## config.mk

```make
export PLATFORM = sky130hd
export DESIGN_NAME = pfht_front
export DESIGN_NICKNAME = d
export VERILOG_FILES = /design/src/hw/rtl/pfht_pkg.sv /design/src/hw/rtl/pfht_front.sv
export SDC_FILE = /design/constraint.sdc
export NUM_CORES = 1
export LEC_CHECK = 0
export BUFFER_PORTS_ARGS = -buffer_cell sky130_fd_sc_hd__buf_4
export CORE_MARGIN = 2
export CORE_UTILIZATION = 40
export CTS_CLUSTER_SIZE = 24
export DETAILED_ROUTE_END_ITERATION = 6
export GPL_ROUTABILITY_DRIVEN = 0
export PLACE_DENSITY = 0.66
export SETUP_SLACK_MARGIN = 0.15
export SYNTH_ARGS = -nofsm -noshare
export SYNTH_HDL_FRONTEND = slang
export SYNTH_SLANG_ARGS = --single-unit
```

## constraint.sdc

```tcl
create_clock -name clk -period 9.12 [get_ports clk]
set_input_delay 0.912 -clock clk [delete_from_list [all_inputs] [get_ports clk]]
set_output_delay 0.912 -clock clk [all_outputs]
set_load 0.01 [all_outputs]
```

## src/hw/rtl/pfht_pkg.sv

```systemverilog
package pfht_pkg;

	typedef enum logic [1:0] {
		OP_LOOKUP = 2'd0,
		OP_INSERT = 2'd1,
		OP_REMOVE = 2'd2,
		OP_NONE   = 2'd3
	} op_t;

	typedef enum logic [1:0] {
		ST_OK        = 2'd0,
		ST_PRESENT   = 2'd1,
		ST_NOT_FOUND = 2'd2,
		ST_FULL      = 2'd3
	} status_t;

	localparam int SUM_W = 33;

	// Request as it leaves the front part: the key sum is already formed.
	typedef struct packed {
		op_t         op;
		logic [31:0] file_id;
		logic [31:0] page_no;
		logic [15:0] frame_in;
		logic [32:0] key_sum;
	} req_t;

endpackage

```

## src/hw/rtl/pfht_front.sv

```systemverilog
module pfht_front (
	input  logic              clk,
	input  logic              arst_n,
	input  logic              in_valid,
	output logic              in_stall,
	input  logic [1:0]        op,
	input  logic [31:0]       file_id,
	input  logic [31:0]       page_no,
	input  logic [15:0]       frame_in,
	output logic              q_valid,
	input  logic              q_pop,
	output pfht_pkg::req_t    q_head
);

	// Two-entry queue toward the back part.
	pfht_pkg::req_t slot_q [2];
	logic           rd_q, wr_q;
	logic [1:0]     cnt_q;
	logic           push;
	pfht_pkg::req_t req;

	assign in_stall = (cnt_q == 2'd2);
	assign push     = in_valid && !in_stall;
	assign q_valid  = (cnt_q != 2'd0);
	assign q_head   = slot_q[rd_q];

	// Classify the transaction and form the 33-bit key sum.
	always_comb begin
		req.op       = pfht_pkg::op_t'(op);
		req.file_id  = file_id;
		req.page_no  = page_no;
		req.frame_in = frame_in;
		req.key_sum  = {1'b0, file_id} + {1'b0, page_no};
	end

	always_ff @(posedge clk) begin
		if (push) begin
			slot_q[wr_q] <= req;
		end
	end

	always_ff @(posedge clk or negedge arst_n) begin
		if (!arst_n) begin
			rd_q  <= 1'b0;
			wr_q  <= 1'b0;
			cnt_q <= 2'd0;
		end else begin
			if (push) wr_q <= !wr_q;
			if (q_pop) rd_q <= !rd_q;
			cnt_q <= cnt_q + {1'b0, push} - {1'b0, q_pop};
		end
	end

endmodule

```

# Word-level counts from Yosys, hierarchy flattened
# Memories as Yosys holds them, arrays and structs flattened.
# Index checks and enable logic that the tools add are counted.
[classes]
n_addsub = 3
n_eq_ne = 1
n_mux = 2
reduce_logical = 5
[ops]
columns = ["operator", "count"]
rows = [
  ["$add 32x32->33", 1],
  ["$logic_not 1->1", 3],
  ["$add 2x1->2", 1],
  ["$eq 2x2->1 const B", 1],
  ["$mux 1", 2],
  ["$reduce_bool 2->1", 1],
  ["$sub 2x1->2", 1],
  ["$logic_and 1x1->1", 1],
]
[totals]
regBits = 4
mem_bits_rw = 230
output_inout_bits = 117
mem_count = 1
[memory_table]
columns = ["name", "depth", "word_bits", "read_ports", "rd_clocked_by_memory_dff", "write_ports", "line_no", "text"]
rows = [
  ["slot_q", 2, 115, 1, 0, 1, "pfht_front.sv:16", "pfht_pkg::req_t slot_q [2];"],
]

# Longest topological paths before layout
# Gate-level depths: netlist of the first run.
[logic_depth]
word_depth = 5
depth_mapped = 9

# Least setup slack after synthesis of the first run
# Ideal clock, no wire load.
[synth_path]
path_type = "input port to flip-flop"
from = "input port in_valid"
to = "memory slot_q[0][0] in the netlist's numbering (enable)"
setup_ns = 0.590
arrival_time_ns = 5.787
required_time_ns = 8.530
setup_slack_ns = 2.743
stages = 2
cell_sequence = "nand2_1 > nor2_1"
[synth_via]
elab_chain_cells = 3
[synth_lines]
columns = ["element", "line_no", "text"]
rows = [
  ["start, declared", "pfht_front.sv:4", "input logic in_valid,"],
  ["$logic_and 1x1->1", "pfht_front.sv:23", "assign push = in_valid && !in_stall;"],
  ["$mux 1", "pfht_front.sv:37", "if (push) begin"],
  ["$mux 1 (implied by the code)", "pfht_front.sv:38", "slot_q[wr_q] <= req;"],
  ["end, declared", "pfht_front.sv:16", ""],
]
# No other way between the ends.

==> flow_summary.toml, run 1 <==
[timing]
rsz0062_at_grt = "no"
fin_crit_ns = 3.89
max_freq_mhz = 257
worst_pin_slew_ns = 0.923
hold_violations = 0
timing.final.crit_share = 0.426
setup_viol = 0
slew_violations = 0
relSlewSlack = 0.385
finalSetupTns_ns = 0
finClkSkew_ns = 0.0112

[clock_network]
clkTransAtPathRegs_ns = 0.06
cts.path.max_buffers = 3
clock_latency_ns = 0.51
cts.repair.resized = 0
postCtsHoldBufs = 0
htreeDepth = 1
cts-root-buf = "clkbuf_16"
cts.sinks = 234
cts_tree = "done"
cts_buffers = 24
cts_setup_buffers = 0

[floorplanning]
die-area_sq_um = 26900
die_h_um = 164
start_util = 0.407
io_pins = 203
placementRows = 58
fp.dieW_um = 164
core_sq_um = 25200

[setup_path]
worstReg2RegEnd = "slot_q[1][68]"
reg2reg_slack_ns = 6.59
critPathCaptureType = "output port"
required_ns = 8.21
crit_arrival_ns = 2.98
crit_path_start_kind = "flip-flop"
r2r_cells = 3
reg2reg_from = "cnt_q[0]"
cp_max_fo = 61
crit_type = "reg -> out"

[detailed_routing]
wl_per_cell_um = 18.0
first_pass_iters = 4
detail_route.vias_per_cell = 5.03
drtAntennaViolNets = 0
routed_wl_um = 21200
drc = 0
num_vias = 5934
drtIter0Drc = 371

[yosys]
avgSynthCellArea_sq_um = 16.3
synth_ff_type = "edfxtp_1"
synth_seq_cells = 234
synth_edf_count = 230
synth_area_sq_um = 10200
async_flop_share = 0.0171
yosysSeqAreaShare = 0.684
yosysUniqueCellTypes = 50
synth_fp_nets = 750
ys.warnings.count = 0
synthCells = 629

[grt]
grt.overflow.total = 0
grt_pass1_vias = 5998
grt_pass1_wl_um = 32200
antenna_found_initial = 0
track_usage = 0.152
grt_max_degree = 63

[layout]
num-nets-final = 954
layout-area-overhead-vs-synth_pct = 25.7
final_common_cell = "edfxtp_1"
diodes = 0
fin_util = 0.511
final_cell_mix = "230 x edfxtp_1, 206 x buf_4, 115 x mux2_2"
drive_above_1_share = 0.431

[pwr]
p_leak_nw = 4.83
max-vdd-ir-drop_mv = 0.170
p_per_area_nw_per_um2 = 296

[job]
maxCapViolCount = 0

[run_status]
status = "finished clean"

[place]
hpwl_um = 14100
portBuffers = 202

[min_path]
hold_path_class = "in -> async"
-- cells by family (layout without fill, tap and decap cells) --
family | after synthesis | count (layout) | share of synthesized area
compound gates | 101 | 101 | 0.0674
xor+xnor | 32 | 32 | 0.0274
flops | 234 | 234 | 0.684
buf+inv | 37 | 258 | 0.0147
mux | 115 | 115 | 0.126
fa+ha+maj | 35 | 35 | 0.0435
simple gates | 75 | 75 | 0.0363
-- synthesized netlist by cell type (5+ instances only) --
| master | count | area share |
|---|---|---|
| nand4_1 | 8 | 0.0049 |
| o21ai_0 | 20 | 0.0098 |
| edfxtp_1 | 230 | 0.67 |
| mux2_2 | 115 | 0.13 |
| ha_1 | 34 | 0.042 |
| nor3_1 | 5 | 0.0024 |
| o211ai_1 | 5 | 0.0037 |
| a31oi_1 | 7 | 0.0043 |
| xor2_1 | 14 | 0.012 |
| nor2_1 | 12 | 0.0044 |
| nand3_1 | 9 | 0.0044 |
| inv_1 | 9 | 0.0033 |
| clkbuf_1 | 24 | 0.0088 |
| o21ai_1 | 5 | 0.0024 |
| xnor2_1 | 18 | 0.015 |
| a21oi_1 | 26 | 0.013 |
| a21o_1 | 13 | 0.0095 |
| nand2_1 | 24 | 0.0088 |
-- worst max path at each step --
stage,from,endpoint,slack [ns],cells after the start
after global routing,rd_q,q_head[30],5.09,3
final,rd_q,q_head[30],5.23,3
after detailed placement,file_id[0],slot_q[0][28],5.51,10
after floorplan,in_valid,slot_q[0][0],2.74,2
after CTS,rd_q,q_head[30],5.17,3
after global placement,file_id[0],slot_q[0][28],5.54,10
-- critical path, cell delays in order, from the launching register on --
cell and delay, ns:
dfrtp_4 0.93, buf_4 0.82, mux2_2 0.48, buf_4 0.16
-- state kept, by name, indices dropped and copies added (netlist names) --
register  cells
cnt_q         2
rd_q          1
slot_q      230
wr_q          1
-- metrics by stage --
step	instance area (sq um)	hold slack (ns)	instances	setup slack [ns]	total power [mW]
3_5_place_dp	12100	0.531	1137	5.51	2.89
5_1_grt	12900	0.168	1180	5.09	4.00
2_1_floorplan	10200	0.461	629	2.74	2.33
3_3_place_gp	12100	0.509	1137	5.54	2.88
4_1_cts	12900	0.161	1180	5.17	3.87
6_report	12900	0.185	1180	5.23	3.81
-- cell type report --
type | count | area [sq um]
fillers | 2135 | 12300
repair buffers | 206 | 1550
flip-flops and latches | 234 | 7010
multi-input cells | 358 | 3100
inverters | 9 | 33.8
clock buffers | 30 | 644
clock inverters | 13 | 130
well taps | 330 | 413
-- where the power goes --
| group | internal, mW | switching (mW) | total, mW |
|---|---|---|---|
| Combinational | 0.625 | 0.625 | 1.25 |
| Sequential | 1.50 | 0.0992 | 1.60 |
| Clock | 0.581 | 0.383 | 0.964 |
-- layer usage --
layer	wire length [um]	global-route usage
met5	0	0
met4	517	0.0427
met2	9920	0.249
met3	1300	0.0371
met1	9450	0.203
Power figures use the tool's default switching activity.
==> run 2, diff against run 1 <==
Clock period 9.12 ns to 4 ns, I/O delays scaled along.
==> run 2 against run 1 <==
  * Power increased by 130%
  * Cell count increased by 0.17%
  * Critical path depth unchanged
  * Wire length about the same
  * Design area about the same
  * Die area unchanged
  * Register-to-register slack got worse by 4.5 ns
  * First-iteration DRC count decreased by 2.4%
  * Critical endpoint is now q_head[37]
==> flow_summary.toml, run 2 (synthesized netlist as in run 1, its figures left out) <==
[timing]
slew_violations = 0
fin_crit_ns = 2.80
finClkSkew_ns = 0.00970
finalSetupTns_ns = 0
hold_violations = 0
rsz0062_at_grt = "no"
max_freq_mhz = 357
setup_ws_ns = 1.20
relSlewSlack = 0.352
holdWs_ns = 0.0758
worst_pin_slew_ns = 0.947
setup_viol = 0
timing.final.crit_share = 0.699

[pwr]
p_per_area_nw_per_um2 = 670
max-vdd-ir-drop_mv = 0.444
p_leak_nw = 4.83

[setup_path]
critPathCaptureType = "output port"
cpMaxStageDelayCell = "dfrtp_4"
worstReg2RegEnd = "slot_q[0][93]"
crit_type = "reg -> out"
slowest_delay_ns = 0.96
crit_arrival_ns = 2.40
path_cells = "buf_4 -> mux2_2 -> buf_4"
crit_path_start_kind = "flip-flop"
reg2reg_from = "cnt_q[1]"
cp_max_fo = 53
r2r_cells = 4
reg2reg_slack_ns = 2.10
crit_top_cell = "buf_4"
required_ns = 3.60

[floorplanning]
fp.dieW_um = 164
die-area_sq_um = 26900
die_h_um = 164
start_util = 0.407
io_pins = 203
core_sq_um = 25200
placementRows = 58

[min_path]
min_path_cells = 1
worst_hold_path.endpoint = "slot_q[0][36]"
hold_path_class = "in -> reg"
hold_start = "frame_in[3]"

[layout]
fin_util = 0.512
layout-area-overhead-vs-synth_pct = 25.8
num-nets-final = 959
largest_register_ffs = 230
fillCellCount = 2153
regMostFlops = "slot_q"
largestRegisters = "slot_q x230, cnt_q x2"
final_common_cell = "edfxtp_1"
drive_above_1_share = 0.430
diodes = 0
regArea_sq_um = 7010
final_cell_mix = "230 x edfxtp_1, 208 x buf_4, 115 x mux2_2"
multi_input_area_sq_um = 3100

[clock_network]
cts.path.max_buffers = 3
cts.repair.resized = 0
cts_buffers = 25
postCtsHoldBufs = 1
cts_tree = "done"
cts_setup_buffers = 0
cts-root-buf = "clkbuf_16"
cts.sinks = 234
htreeDepth = 1
clkTransAtPathRegs_ns = 0.06
clock_latency_ns = 0.51

[detailed_routing]
detail_route.vias_per_cell = 5.08
drc = 0
num_vias = 6009
first_pass_iters = 4
wl_per_cell_um = 17.9
drtIter0Drc = 362
drtAntennaViolNets = 0
routed_wl_um = 21200

[grt]
track_usage = 0.154
grt.overflow.total = 0
busiest_layer = "met2"
use_met1 = 0.208
antenna_found_initial = 0
grt_pass1_wl_um = 32400
grt_pass1_vias = 6156
gr-usage-met2 = 0.250
grt_max_degree = 67
grtUsageMet3 = 0.0333

[place]
hpwl_um = 14400
dp_slack_ns = 0.909
portBuffers = 202

[job]
maxCapViolCount = 0

[run_status]
status = "finished clean"
-- run 2: cell count changes in the layout (fill, tap and decap cells not counted), sizes merged --
cell / before / now
buf: 206 / 209
clkinv: 10 / 8
bufinv: 3 / 2
clkbuf: 30 / 31
dlygate4sd3: 0 / 1
-- run 2: worst max-delay path by stage --
stage                           from             to  slack [ns]  depth (start not counted)
final                           rd_q     q_head[37]        1.20                          3
after global routing            rd_q     q_head[79]        1.08                          3
after CTS                       rd_q     q_head[37]        1.11                          3
after detailed placement  file_id[0]  slot_q[1][28]        0.91                         10
after global placement    file_id[0]  slot_q[0][28]        0.95                         10
after floorplan             cnt_q[1]   slot_q[1][0]        0.32                          2
-- run 2: final cells by class --
cell class | instances | area share
inverters | 9 | 0.00262
well taps | 330 | 0.0321
repair buffers | 210 | 0.124
multi-input cells | 358 | 0.240
clock inverters | 10 | 0.00699
clock buffers | 31 | 0.0503
flip-flops and latches | 234 | 0.544
-- run 2: critical path, delay by kind of cell (launching register included) --
family                 cells  cell delay, ns
DFF                        1            0.96
muxes                      1            0.38
buffers and inverters      2            0.54
-- run 2: metal layers --
layer	part of all wire	vias up
met4	0.023	0
met5	0	-
li1	-	2863
met1	0.45	2948
met3	0.060	35
met2	0.46	163
-- run 2: stage by stage --
stage | instance area, sq um | instances | power (mW)
3_5_place_dp | 12100 | 1140 | 6.63
3_3_place_gp | 12100 | 1140 | 6.60
4_1_cts | 12900 | 1182 | 8.77
5_1_grt | 12900 | 1182 | 9.08
2_1_floorplan | 10200 | 629 | 5.28
6_report | 12900 | 1182 | 8.63
-- run 2: where the power goes --
group	internal, mW	total, mW	switching, mW
Clock	1.26	2.11	0.853
Sequential	3.42	3.65	0.230
Combinational	1.45	2.88	1.42
